==> src/rtl/u8u16_pkg.sv <==
// ----------------------------------------------------------------------------
// u8u16_pkg: shared types and constants for the UTF-8 to UTF-16 transcoder
// Result word layout, the decoder's result bundle and the code point limits.
// ----------------------------------------------------------------------------
`timescale 1ns / 1ps
`default_nettype none

package u8u16_pkg;

   // Code point limits
   localparam logic [20:0] CP_BMP_LOW_MAX  = 21'h00D7FF;
   localparam logic [20:0] CP_BMP_HIGH_MIN = 21'h00E000;
   localparam logic [20:0] CP_BMP_MAX      = 21'h00FFFF;
   localparam logic [20:0] CP_SUPP_MIN     = 21'h010000;
   localparam logic [20:0] CP_MAX          = 21'h10FFFF;

   // Surrogate bases, top six bits of the unit
   localparam logic [5:0] HI_SURR_TAG = 6'b110110;   // 0xD800
   localparam logic [5:0] LO_SURR_TAG = 6'b110111;   // 0xDC00

   // Output queue
   localparam int unsigned QUEUE_DEPTH = 4;
   localparam int unsigned QPTR_W      = 2;
   localparam int unsigned QCNT_W      = 3;

   // One result word
   typedef struct packed {
      logic [15:0] code_unit;
      logic        bad_sequence;
      logic        run_last;
      logic        string_done;
   } rsp_word_type;

   // Results caused by one input byte: zero, one or two words
   typedef struct packed {
      logic [1:0]   count;
      rsp_word_type first;
      rsp_word_type second;
   } dec_result_type;

endpackage

`default_nettype wire

==> src/rtl/u8u16_ifs.sv <==
// ----------------------------------------------------------------------------
// u8u16 channel interfaces
// Valid/ready channels for the byte input and the code unit output.
// ----------------------------------------------------------------------------
`timescale 1ns / 1ps
`default_nettype none

interface u8u16_req_if;
   logic       valid;
   logic       ready;
   logic [7:0] in_byte;
   logic       string_end;

   modport source (output valid, output in_byte, output string_end, input ready);
   modport sink   (input valid, input in_byte, input string_end, output ready);
endinterface

interface u8u16_rsp_if;
   logic        valid;
   logic        ready;
   logic [15:0] code_unit;
   logic        bad_sequence;
   logic        run_last;
   logic        string_done;

   modport source (output valid, output code_unit, output bad_sequence,
                   output run_last, output string_done, input ready);
   modport sink   (input valid, input code_unit, input bad_sequence,
                   input run_last, input string_done, output ready);
endinterface

`default_nettype wire

==> src/rtl/u8u16_decode.sv <==
// ----------------------------------------------------------------------------
// u8u16_decode: UTF-8 sequence decoder
// Holds the sequence state and turns one byte into zero, one or two words.
// ----------------------------------------------------------------------------
`timescale 1ns / 1ps
`default_nettype none

module u8u16_decode
   import u8u16_pkg::*;
(
   input  wire logic           clock,
   input  wire logic           reset,
   input  wire logic           step,
   input  wire logic [7:0]     in_byte,
   input  wire logic           string_end,
   output dec_result_type      result
);

   logic [1:0]  pending_ff, pending_in;
   logic [20:0] accum_ff, accum_in;
   logic        broken_ff, broken_in;

   logic [20:0] cp_next;
   logic        broken_next;
   logic [19:0] supp_off;
   rsp_word_type w0, w1;
   logic [1:0]  n;

   assign cp_next     = {accum_ff[14:0], in_byte[5:0]};
   assign broken_next = broken_ff | (in_byte[7:6] != 2'b10);
   assign supp_off    = 20'(cp_next - CP_SUPP_MIN);

   // Sequence state and result words
   always_comb begin
      pending_in = pending_ff;
      accum_in   = accum_ff;
      broken_in  = broken_ff;
      w0 = '0;
      w1 = '0;
      n  = 2'd0;

      if (pending_ff == 2'd0) begin
         if (in_byte[7] == 1'b0) begin
            w0.code_unit = {8'h00, in_byte};
            n = 2'd1;
         end else if (in_byte[7:6] == 2'b10 || in_byte[7:3] == 5'b11111) begin
            w0.bad_sequence = 1'b1;
            n = 2'd1;
         end else begin
            // lead byte: remember length and payload bits
            if (in_byte[5] == 1'b0) begin
               pending_in = 2'd1;
               accum_in   = {16'd0, in_byte[4:0]};
            end else if (in_byte[4] == 1'b0) begin
               pending_in = 2'd2;
               accum_in   = {17'd0, in_byte[3:0]};
            end else begin
               pending_in = 2'd3;
               accum_in   = {18'd0, in_byte[2:0]};
            end
            broken_in = 1'b0;
         end
      end else begin
         pending_in = pending_ff - 2'd1;
         accum_in   = cp_next;
         broken_in  = broken_next;
         if (pending_ff == 2'd1) begin
            // sequence complete: check and encode
            n = 2'd1;
            if (broken_next) begin
               w0.bad_sequence = 1'b1;
            end else if (cp_next <= CP_BMP_LOW_MAX ||
                         (cp_next >= CP_BMP_HIGH_MIN && cp_next <= CP_BMP_MAX)) begin
               w0.code_unit = cp_next[15:0];
            end else if (cp_next >= CP_SUPP_MIN && cp_next <= CP_MAX) begin
               w0.code_unit = {HI_SURR_TAG, supp_off[19:10]};
               w1.code_unit = {LO_SURR_TAG, supp_off[9:0]};
               n = 2'd2;
            end else begin
               w0.bad_sequence = 1'b1;
            end
            accum_in  = '0;
            broken_in = 1'b0;
         end
      end

      // end of string: a cut-off sequence gives one error word
      if (string_end) begin
         if (pending_in != 2'd0) begin
            w0 = '0;
            w1 = '0;
            w0.bad_sequence = 1'b1;
            n = 2'd1;
         end
         pending_in = 2'd0;
         accum_in   = '0;
         broken_in  = 1'b0;
      end

      // mark the last word of this byte
      if (n == 2'd2) begin
         w1.run_last    = 1'b1;
         w1.string_done = string_end;
      end else if (n == 2'd1) begin
         w0.run_last    = 1'b1;
         w0.string_done = string_end;
      end
   end

   assign result.count  = n;
   assign result.first  = w0;
   assign result.second = w1;

   // State registers
   always_ff @(posedge clock) begin
      if (reset) begin
         pending_ff <= 2'd0;
         accum_ff   <= '0;
         broken_ff  <= 1'b0;
      end else if (step) begin
         pending_ff <= pending_in;
         accum_ff   <= accum_in;
         broken_ff  <= broken_in;
      end
   end

endmodule

`default_nettype wire

==> src/rtl/u8u16_queue.sv <==
// ----------------------------------------------------------------------------
// u8u16_queue: result word queue
// Small FIFO taking up to two words per cycle and giving one per cycle on out_take.
// ----------------------------------------------------------------------------
`timescale 1ns / 1ps
`default_nettype none

module u8u16_queue
   import u8u16_pkg::*;
(
   input  wire logic           clock,
   input  wire logic           reset,
   input  wire logic           push,
   input  wire dec_result_type push_words,
   output logic                room,
   output logic                out_valid,
   input  wire logic           out_take,
   output rsp_word_type        out_word
);

   rsp_word_type          slot_ff [QUEUE_DEPTH];
   logic [QPTR_W-1:0]     wr_ptr_ff, wr_ptr_in;
   logic [QPTR_W-1:0]     rd_ptr_ff, rd_ptr_in;
   logic [QCNT_W-1:0]     count_ff, count_in;
   logic [1:0]            push_n;
   logic                  pop;
   logic [QPTR_W-1:0]     wr_ptr_next;

   assign push_n      = push ? push_words.count : 2'd0;
   assign pop         = out_valid && out_take;
   assign wr_ptr_next = wr_ptr_ff + QPTR_W'(1);

   // Room for a full two-word result
   assign room      = (count_ff <= QCNT_W'(QUEUE_DEPTH - 2));
   assign out_valid = (count_ff != '0);
   assign out_word  = slot_ff[rd_ptr_ff];

   // Pointer and fill bookkeeping
   always_comb begin
      wr_ptr_in = wr_ptr_ff + QPTR_W'(push_n);
      rd_ptr_in = rd_ptr_ff + QPTR_W'(pop);
      count_in  = count_ff + QCNT_W'(push_n) - QCNT_W'(pop);
   end

   always_ff @(posedge clock) begin
      if (reset) begin
         wr_ptr_ff <= '0;
         rd_ptr_ff <= '0;
         count_ff  <= '0;
      end else begin
         wr_ptr_ff <= wr_ptr_in;
         rd_ptr_ff <= rd_ptr_in;
         count_ff  <= count_in;
      end
   end

   // Word storage
   always_ff @(posedge clock) begin
      if (push_n != 2'd0) begin
         slot_ff[wr_ptr_ff] <= push_words.first;
      end
      if (push_n == 2'd2) begin
         slot_ff[wr_ptr_next] <= push_words.second;
      end
   end

endmodule

`default_nettype wire

==> src/rtl/utf8_to_utf16_transcoder_unit.sv <==
// ----------------------------------------------------------------------------
// utf8_to_utf16_transcoder_unit: UTF-8 to UTF-16 transcoder
// Byte in, UTF-16 code units and error words out.
// ----------------------------------------------------------------------------
// Takes one UTF-8 byte per cycle while the queue has room and returns
// UTF-16 code units, one per cycle while the result side is ready. Bytes
// are registered in the input register, decoded in a single pass, and the
// words (none, one, or a surrogate pair) are pushed into a four-word queue
// that drives the result channel. A byte is consumed whenever the queue has
// room for two words, so with the result side always ready the block
// sustains one byte per cycle; the single result port limits output to one
// word per cycle, so a stream of only pairs would stall, but a pair costs
// four input bytes. Invalid leads, bad continuations, surrogate or too large
// code points and sequences cut off by string_end each give one error word.
`timescale 1ns / 1ps
`default_nettype none

module utf8_to_utf16_transcoder_unit
   import u8u16_pkg::*;
(
   input  wire logic   clock,
   input  wire logic   reset,
   u8u16_req_if.sink   req_bus,
   u8u16_rsp_if.source rsp_bus
);

   logic           hold_valid_ff, hold_valid_in;
   logic [7:0]     hold_byte_ff;
   logic           hold_end_ff;
   logic           room;
   logic           step;
   dec_result_type result;
   rsp_word_type   head;

   // Input register: drains into the decoder when the queue has room
   assign step          = hold_valid_ff && room;
   assign req_bus.ready = !hold_valid_ff || room;
   assign hold_valid_in = req_bus.valid || (hold_valid_ff && !room);

   always_ff @(posedge clock) begin
      if (reset) begin
         hold_valid_ff <= 1'b0;
      end else begin
         hold_valid_ff <= hold_valid_in;
      end
   end

   always_ff @(posedge clock) begin
      if (req_bus.valid && req_bus.ready) begin
         hold_byte_ff <= req_bus.in_byte;
         hold_end_ff  <= req_bus.string_end;
      end
   end

   u8u16_decode u_decode (
      .clock      (clock),
      .reset      (reset),
      .step       (step),
      .in_byte    (hold_byte_ff),
      .string_end (hold_end_ff),
      .result     (result)
   );

   u8u16_queue u_queue (
      .clock      (clock),
      .reset      (reset),
      .push       (step),
      .push_words (result),
      .room       (room),
      .out_valid  (rsp_bus.valid),
      .out_take   (rsp_bus.ready),
      .out_word   (head)
   );

   // Result channel payload
   assign rsp_bus.code_unit    = head.code_unit;
   assign rsp_bus.bad_sequence = head.bad_sequence;
   assign rsp_bus.run_last     = head.run_last;
   assign rsp_bus.string_done  = head.string_done;

endmodule

`default_nettype wire
==> src/flat_wrapper.sv <==
// flat-port wrapper written by rule: the top's interface ports become plain ports
module utf8_to_utf16_transcoder_unit_flat import u8u16_pkg::*;
  (clock, reset, req_bus_valid, req_bus_in_byte, req_bus_string_end, req_bus_ready, rsp_bus_valid, rsp_bus_code_unit, rsp_bus_bad_sequence, rsp_bus_run_last, rsp_bus_string_done, rsp_bus_ready);
  u8u16_req_if req_bus_i ();
  u8u16_rsp_if rsp_bus_i ();
  input  wire logic clock;
  input  wire logic reset;
  input wire logic [$bits(req_bus_i.valid)-1:0] req_bus_valid;
  input wire logic [$bits(req_bus_i.in_byte)-1:0] req_bus_in_byte;
  input wire logic [$bits(req_bus_i.string_end)-1:0] req_bus_string_end;
  output wire logic [$bits(req_bus_i.ready)-1:0] req_bus_ready;
  output wire logic [$bits(rsp_bus_i.valid)-1:0] rsp_bus_valid;
  output wire logic [$bits(rsp_bus_i.code_unit)-1:0] rsp_bus_code_unit;
  output wire logic [$bits(rsp_bus_i.bad_sequence)-1:0] rsp_bus_bad_sequence;
  output wire logic [$bits(rsp_bus_i.run_last)-1:0] rsp_bus_run_last;
  output wire logic [$bits(rsp_bus_i.string_done)-1:0] rsp_bus_string_done;
  input wire logic [$bits(rsp_bus_i.ready)-1:0] rsp_bus_ready;
  assign req_bus_i.valid = req_bus_valid;
  assign req_bus_i.in_byte = req_bus_in_byte;
  assign req_bus_i.string_end = req_bus_string_end;
  assign req_bus_ready = req_bus_i.ready;
  assign rsp_bus_valid = rsp_bus_i.valid;
  assign rsp_bus_code_unit = rsp_bus_i.code_unit;
  assign rsp_bus_bad_sequence = rsp_bus_i.bad_sequence;
  assign rsp_bus_run_last = rsp_bus_i.run_last;
  assign rsp_bus_string_done = rsp_bus_i.string_done;
  assign rsp_bus_i.ready = rsp_bus_ready;
  utf8_to_utf16_transcoder_unit u_core (.clock(clock), .reset(reset), .req_bus(req_bus_i), .rsp_bus(rsp_bus_i));
endmodule
==> config.mk <==
export PLATFORM = sky130hd
export DESIGN_NAME = utf8_to_utf16_transcoder_unit_flat
export DESIGN_NICKNAME = d
export VERILOG_FILES = /design/src/rtl/u8u16_pkg.sv /design/src/rtl/u8u16_ifs.sv /design/src/rtl/u8u16_decode.sv /design/src/rtl/u8u16_queue.sv /design/src/rtl/utf8_to_utf16_transcoder_unit.sv /design/src/flat_wrapper.sv
export SDC_FILE = /design/constraint.sdc
export NUM_CORES = 1
export LEC_CHECK = 0
export BUFFER_PORTS_ARGS = -buffer_cell sky130_fd_sc_hd__buf_4
export CAP_MARGIN = 0
export CORE_AREA = 2 2 144 146
export CTS_BUF_LIST = sky130_fd_sc_hd__clkbuf_4
export DETAILED_ROUTE_END_ITERATION = 7
export DIE_AREA = 0 0 146 148
export HOLD_SLACK_MARGIN = 0.03
export PLACE_DENSITY = 0.45
export SLEW_MARGIN = 20
export SYNTH_ARGS = -nofsm -noshare
export SYNTH_HDL_FRONTEND = slang
export SYNTH_HIERARCHICAL = 1
export SYNTH_SLANG_ARGS = --single-unit
export TNS_END_PERCENT = 100
==> constraint.sdc <==
create_clock -name clock -period 9.3 [get_ports clock]
set_input_delay 0.465 -clock clock [delete_from_list [all_inputs] [get_ports clock]]
set_output_delay 0.465 -clock clock [all_outputs]
set_load 0.02 [all_outputs]
; ---- Word level (Yosys, flattened, before mapping)
; Memories as Yosys holds them, arrays and structs flattened. A register that Yosys moved wholly into a read port is not among the register bits.
; Cells that the tools add are included.
; Widths: inputs -> output; s select.
[word_totals]
ff_bits = 35
ram_bits = 76
elab_cells = 106
out_inout_bits = 21
memories = 1
[classes]
order_cmp = 6
reduce_logical = 17
eq_ne = 9
addsub = 7
n_mux = 56
n_bitwise = 1
[memory_table]
columns = name, words, width, read_ports, rd_clocked_by_memory_dff, write_ports, line_no
row1 = u_core.u_queue.slot_ff, 4, 19, 1, 1, 2, u8u16_queue.sv:21  ; rsp_word_type slot_ff [QUEUE_DEPTH];
[ops]
columns = op, n
row1 = $mux 16, 8
row2 = $mux 19, 4
row3 = $mux 15, 5
row4 = $le 21x16->1 const B, 2
row5 = $mux 17, 2
row6 = $mux 2, 17
row7 = $ge 21x16->1 const B, 1
row8 = $ge 21x17->1 const B, 1
row9 = $le 21x21->1 const B, 1
row10 = $sub 20x17->20 const B, 1
row11 = $mux 1, 17
row12 = $mux 7, 1
row13 = $eq 2x2->1 const B, 3
row14 = $logic_and 1x1->1, 6
row15 = $eq 5x5->1 const B, 1
row16 = $mux 5, 1
row17 = $eq 2x1->1 const B, 2
row18 = $logic_or 1x1->1, 4
row19 = $mux 4, 1
row20 = $reduce_bool 2->1, 2
row21 = $add 3x2->3, 1
row22 = $le 3x2->1 const B, 1
row23 = $ne 3x1->1 const B, 1
row24 = $ne 3x2->1 const B, 1
row25 = other kinds (11), 12

; ---- Logic depth before layout (Yosys ltp)
; Gate-level depths: netlist of the first run.
[logic_depth]
depth_word = 13
ltp_mapped = 16

; ---- By module
; The synthesis of the first run kept the hierarchy.
[by_module_without_submodules]
columns = mod, seq_area_each_um2, n_inst, cells_each, area_per_inst_um2
row1 = u8u16_queue, 2422.3, 1, 235, 4177.8
row2 = u8u16_decode, 360.3, 1, 188, 1393.8
row3 = utf8_to_utf16_transcoder_unit, 290.3, 1, 15, 332.8

; ---- Least setup slack after synthesis of the first run
; No wires, ideal clock.
[synth_timing]
path_type = reg-to-reg
start = register u_core.hold_byte_ff[5]
end = memory u_core/u_queue/slot_ff[3][0] (netlist name), enable pin
path_slack_ns = 5.718
required_time_ns = 8.905
setup_time_ns = 0.395
path_stages_with_launch = 11
arrival_time_ns = 3.188
synth_period_minus_slack_ns = 3.582
n_path_buf = 1
path_cell_list = edfxtp_1 -> nand3_1 -> or4_4 -> o211ai_2 -> o31ai_2 -> o41ai_1 -> nand3_1 -> buf_2 -> mux2_2 -> nand2_1 -> nor2_1
[synth_rtl]
columns = element, line_no
row1 = "start, declared", utf8_to_utf16_transcoder_unit.sv:28  ; logic [7:0] hold_byte_ff;
row2 = "start signal, assigned", utf8_to_utf16_transcoder_unit.sv:50  ; hold_byte_ff <= req_bus.in_byte;
row3 = "end, declared", u8u16_queue.sv:21

==> flow_summary_export.csv, run 1 <==
group,metric,value,unit
drt,drtAntennaViolNets,0,
drt,vias_per_cell,4.934,
drt,wirelength,14360,um
timing,tns,0,ns
global_route,grt_use_total,0.1383,
synth,synth_area,0.005904,mm2
placement,dpl.hpwl,9317,um
setup_path,timing.rr.start,"u_core/hold_byte_ff[5]",
synth,async_flop_share,0,
drt,wl_per_cell,19.45,um
timing,setup_viol,0,
setup_path,critPathCaptureType,"register",
floorplanning,die_y,148,um
floorplanning,ios,34,
floorplanning,die_width,146,um
cts,htreeDepth,3,
cts,cts-root-buf,"clkbuf_4",
cts,cts_buffers,9,
cts,clkSinkCount,111,
global_route,grt-busiest-layer,"met2",
finish,synthToLayoutAreaGrowth,9.917,%
drt,firstDrtPassIters,5,
synth,syn_area_per_cell,13.48,um2
finish,final_cell_count_no_fill,738,
synth,synth_ff_type,"edfxtp_1",
drt,drt_iter0_markers,271,
cts,cts_hold_buf,0,
setup_path,crit_type,"register to register",
timing,slew_headroom,0.3557,
setup_path,reg2reg_setup_slack,5.28,ns
cts,clk_path_buf_depth,2,
setup_path,critPathArrivalTime,4.40,ns
timing,min_period,4.015,ns
placement,io_buffers,33,
synth,syn_inst,438,
finish,nets,480,
synth,synth.largest_area_cell,"edfxtp_1",
drt,drc,0,
synth,yosys.area.top_type_share,0.4323,
timing,fin_skew,0.02550,ns
synth,yosys_warnings,6,
placement,place.gp.congestion,0.8785,
synth,synth.area.top_cells,"edfxtp_1, mux2_2, dfxtp_1",
timing,period_share,0.4317,
drt,vias,3641,
cts,cts_resized,0,
pwr,p_leak,2.293,nW
timing,setup_ws,5.285,ns
timing,hold_viol_final,0,
setup_path,worst_path_most_repeated_cell,"xnor2_1",
floorplanning,rows,52,
synth,yosys-top-cells-count,"edfxtp_1, mux2_2, nor2_1",
setup_path,crit_path_cell_trace,"nand3_1, or4_4, o211ai_2, o31ai_2, o41ai_1, nand3_1, and2_1, xnor2_1, ha_1, inv_1, fa_1, xnor2_1, xnor2_1, nor2_1",
cts,postCtsSetupBuffers,0,
timing,drv_slew,0,
cts,clock_latency,0.50,ns
setup_path,crit_slowest_cell,"or4_4",
worst_hold_path,hold_start,"req_bus_string_end",
floorplanning,coreArea,0.02004,mm2
setup_path,critPathBufInv,1,
global_route,met1_usage,0.1803,
setup_path,startpoint_type,"register",
finish,drive_gt1_frac,0.3726,
synth,synth_cell_type_count,68,
pwr,power_density,173.1,mW/mm2
synth,yosysMostFrequentCell,"edfxtp_1",
setup_path,reg2regPathDepth,14,
setup_path,required,9.68,ns
placement,pre_cts_slack,5.271,ns
setup_path,crit_path_start,"u_core/hold_byte_ff[5]",
setup_path,critPathMaxStageDelay,0.57,ns
pwr,max-vdd-ir-drop,0.09013,mV
global_route,grt.met3_usage,0.02222,
cts,path_clk_slew,0.16,ns
synth,synth-seq-area-share,0.5204,
timing,max_freq,0.2491,GHz
timing,rsz0062_at_grt,"false",
global_route,met2_usage,0.2281,
global_route,antenna_found_initial,1,
worst_hold_path,min_path_cells,1,
setup_path,crit_cells,14,
job,drv_cap,0,
worst_hold_path,hold_path.class,"primary input to register",
global_route,grt_max_degree,50,
floorplanning,start_util,0.2946,
synth,synth_seq_cells,111,
placement,dp_cells,721,
synth,synth-edff-count,85,
global_route,first_global_vias,3869,
setup_path,path_delay_family,"simple AND/OR/NAND/NOR gates",
run_status,outcome,"complete, no violations",
setup_path,cp_max_fo,9,
global_route,grt_pass1_wl,22830,um
pwr,finalPower,0.001124,W
cts,cts_tree,"done",
floorplanning,dieArea,0.02161,mm2
timing,tightest_slew,0.9635,ns
global_route,overflow,0,
[cell type report]
cell class,instances,area (um2)
diodes,1,2.502
inverters,11,41.29
well taps,270,337.8
clock inverters,6,35.03
flip-flops and latches,111,3073
clock buffers,10,75.07
repair buffers,43,322.8
fillers,2045,13550
multi-input cells,286,2603
[registers in the layout (all words and copies together), names as in the netlist]
name and count:
u_core/u_decode/pending_ff 2, u_core/u_decode/broken_ff 1, u_core/hold_end_ff 1, u_core/u_queue/rd_ptr_ff 2, u_core/hold_valid_ff 1, u_core/u_queue/slot_ff 76
u_core/u_queue/wr_ptr_ff 2, u_core/u_queue/count_ff 3, u_core/u_decode/accum_ff 15, u_core/hold_byte_ff 8
[path summary, 6_finish.rpt]
check / endpoint
worst max register to register: u_core/u_queue/count_ff[2]
worst min-delay path: u_core/hold_end_ff
worst max-delay path: u_core/u_queue/count_ff[2]
worst min register to register: u_core/u_decode/broken_ff
[per-stage QoR]
stage / hold WS [ns] / utilization / instance area [um2]
global placement: 0.4417 / 0.3181 / 6374
floorplan: 0.4323 / - / 5908
global route: 0.1135 / 0.3239 / 6490
CTS: 0.1091 / 0.3236 / 6484
detailed placement: 0.4543 / 0.3181 / 6374
finish: 0.1524 / 0.3239 / 6490
[per-layer routing]
layer | wire, um | vias up | part of all wire
met2 | 6831 | 74 | 0.48
li1 | - | 1720 | -
met3 | 480 | 20 | 0.033
met5 | 0 | - | 0
met1 | 6675 | 1827 | 0.46
met4 | 367 | 0 | 0.026
[logic make-up (layout without fill, tap and decap cells)]
| logic type | Yosys count | after routing | share of synthesized area |
|---|---|---|---|
| simple gates | 113 | 113 | 0.1093 |
| compound gates | 61 | 61 | 0.07650 |
| mux | 97 | 97 | 0.2274 |
| xor+xnor | 8 | 8 | 0.01187 |
| other cells | 1 | 3 | 0.0006351 |
| flops | 111 | 111 | 0.5204 |
| fa+ha+maj | 5 | 5 | 0.01187 |
| buf+inv | 42 | 70 | 0.04196 |
[placed cells by master, fill, tap and decap left out, types with 3 or more instances in the layout]
master and n:
clkbuf_4 10, mux2_2 66, nand2_1 14, a22o_1 7
a31oi_1 3, inv_1 10, ha_1 4, nor2_1 35
edfxtp_1 85, nand3_1 7, nor3_1 5, nor2b_1 4
mux4_2 19, o21ai_0 3, dfxtp_1 26, mux2_4 10
o21a_1 5, xor2_1 3, a22oi_1 5, a21oi_1 14
xnor2_1 5, a21o_1 4, buf_4 43, and3_1 8
and2_1 14
[report_power, final]
| group | total [W] | internal (W) | switching, W |
|---|---|---|---|
| clock | 0.000223 | 0.0000572 | 0.000166 |
| combinational | 0.000313 | 0.000149 | 0.000164 |
| sequential | 0.000587 | 0.000565 | 0.0000224 |
| total | 0.00112 | 0.000771 | 0.000352 |
Note: power is estimated with default switching activity, not from simulation.
==> inputs of run 2 (changes only) <==
- clock period: 9.3 -> 3.9 ns (I/O delays scaled with it)
==> flow_summary_export.csv, run 2 (synthesis gave the netlist of run 1 again) <==
group,metric,value,unit
finish,largestRegisters,"u_core/u_queue/slot_ff: 76 flops, u_core/u_decode/accum_ff: 15 flops, u_core/hold_byte_ff: 8 flops",
finish,final_cell_mix,"edfxtp_1, mux2_2, buf_4, nor2_1, dfxtp_1",
floorplanning,ios,34,
job,drv_cap,0,
placement,dpl-instance-area,0.006496,mm2
finish,final_cell_area,0.006779,mm2
setup_path,required,4.29,ns
timing,slew_headroom,0.3104,
drt,wl_per_cell,19.31,um
global_route,antenna_found_initial,1,
setup_path,crit_path_cell_trace,"nand4_1, or4_4, o211ai_2, o31ai_2, o41ai_2, nand3_1, and2_1, xnor2_1, ha_1, inv_1, fa_1, xnor2_1, xnor2_1, nor2_1",
global_route,grt_pass1_wl,22920,um
global_route,overflow,0,
floorplanning,die_y,148,um
finish,synthToLayoutAreaGrowth,14.81,%
pwr,power_density,417.9,mW/mm2
timing,min_period,3.602,ns
setup_path,crit_slowest_cell,"or4_4",
drt,drc,0,
finish,finish.utilization,0.3383,
finish,largest_reg_flops,76,
worst_hold_path,hold_path.class,"primary input to register",
pwr,max-vdd-ir-drop,0.2486,mV
worst_hold_path,worstHoldEndpoint,"u_core/u_queue/rd_ptr_ff[1]",
global_route,first_global_vias,3823,
cts,path_clk_slew,0.17,ns
cts,postCtsSetupBuffers,0,
placement,place.gp.congestion,0.8285,
setup_path,critPathArrivalTime,3.99,ns
global_route,grt_max_degree,50,
cts,clock_latency,0.50,ns
setup_path,timing.rr.start,"u_core/u_decode/accum_ff[6]",
timing,max_freq,0.2776,GHz
timing,fin_skew,0.02642,ns
finish,drive_gt1_frac,0.3765,
finish,largest-register,"u_core/u_queue/slot_ff",
cts,htreeDepth,3,
placement,io_buffers,33,
worst_hold_path,hold_start,"rsp_bus_ready",
timing,tightest_slew,1.028,ns
timing,rsz0062_at_grt,"false",
drt,firstDrtPassIters,4,
floorplanning,dieArea,0.02161,mm2
timing,setup_viol,0,
timing,tns,0,ns
timing,drv_slew,0,
setup_path,r2r_end,"u_core/u_queue/count_ff[2]",
setup_path,reg2regPathDepth,14,
setup_path,worst_path_most_repeated_cell,"xnor2_1",
floorplanning,die_width,146,um
drt,vias,3724,
cts,cts-root-buf,"clkbuf_4",
cts,cts_buffers,9,
pwr,p_leak,2.416,nW
setup_path,cp_max_fo,6,
floorplanning,coreArea,0.02004,mm2
setup_path,reg2reg_setup_slack,0.30,ns
drt,drtAntennaViolNets,0,
setup_path,critPathMaxStageDelay,0.61,ns
setup_path,startpoint_type,"register",
placement,dpl.hpwl,9263,um
timing,period_share,0.9237,
drt,drt_iter0_markers,296,
cts,clkSinkCount,111,
setup_path,crit_path_start,"u_core/u_decode/accum_ff[6]",
setup_path,critPathCaptureType,"register",
setup_path,crit_type,"register to register",
cts,cts_tree,"done",
finish,nets,499,
timing,hold_viol_final,0,
floorplanning,start_util,0.2946,
cts,clk_path_buf_depth,2,
floorplanning,rows,52,
finish,final_common_cell,"edfxtp_1",
drt,wirelength,14620,um
run_status,outcome,"complete, no violations",
drt,vias_per_cell,4.919,
worst_hold_path,min_path_cells,4,
global_route,grt_use_total,0.1403,
run 2: cell count changes in the layout (fill, tap and decap cells not counted), sizes merged:
cell	change
clkbuf	+2
inv	-1
dlygate4sd3	+11
bufinv	+2
buf	+8
clkinv	-3
run 2: repair_timing:
action / in CTS / in global routing
gates resized for setup: 0 / 1
endpoints found under the setup margin: 0 / 1
hold buffers: 11 / 0
hold endpoints to repair: 14 / 0
run 2: routing by layer:
layer / vias to the layer above / wire, um / GRT usage
li1: 1749 / - / -
met1: 1879 / 6630 / 0.1882
met2: 79 / 7140 / 0.2318
met3: 17 / 558 / 0.02130
met4: 0 / 291 / 0.05000
met5: - / 0 / 0
run 2: layout make-up:
class	count	area (um2)
Antenna cell	1	2.502
Clock buffer	12	90.09
Inverter	11	41.29
Sequential cell	111	3073
Multi-Input combinational cell	286	2606
Tap cell	270	337.8
Clock inverter	4	72.57
Fill cell	2047	13260
Timing Repair Buffer	62	555.5
run 2: report_power, final:
group	switching [W]	leakage [nW]	internal [W]
logic	0.000396	1.35	0.000372
clock network	0.000385	0.0892	0.000282
registers	0.0000517	0.981	0.00135
total	0.000832	2.42	0.00200
run 2: worst max path at each step:
stage | depth (start not counted) | slack, ns | end
global route | 14 | 0.10 | u_core/u_queue/count_ff[2]
global placement | 14 | 0.35 | u_core/u_queue/count_ff[2]
finish | 14 | 0.30 | u_core/u_queue/count_ff[2]
detailed placement | 14 | 0.25 | u_core/u_queue/count_ff[2]
CTS | 14 | 0.22 | u_core/u_queue/count_ff[2]
floorplan | 10 | 0.32 | u_core/u_queue/slot_ff[3][0]
run 2: stage by stage:
stage | power (W) | setup slack (ns) | hold slack (ns) | cells
after floorplan | 0.001931 | 0.3177 | 0.2574 | 439
after global placement | 0.002201 | 0.3472 | 0.3767 | 729
after detailed placement | 0.002206 | 0.2471 | 0.3761 | 729
after CTS | 0.002890 | 0.2207 | 0.06556 | 756
after global routing | 0.002975 | 0.1013 | 0.1279 | 757
final | 0.002833 | 0.2976 | 0.1093 | 757
run 2: worst max-delay path, delay by kind of cell, from the launching register on:
kind / cells / cell delay (ns)
AND/OR/NAND/NOR: 5 / 1.30
buffers and inverters: 1 / 0.04
flip-flops: 1 / 0.47
adder cells (fa/ha/maj): 2 / 0.54
XOR/XNOR: 3 / 0.53
AO/OA/AOI/OAI: 3 / 0.63
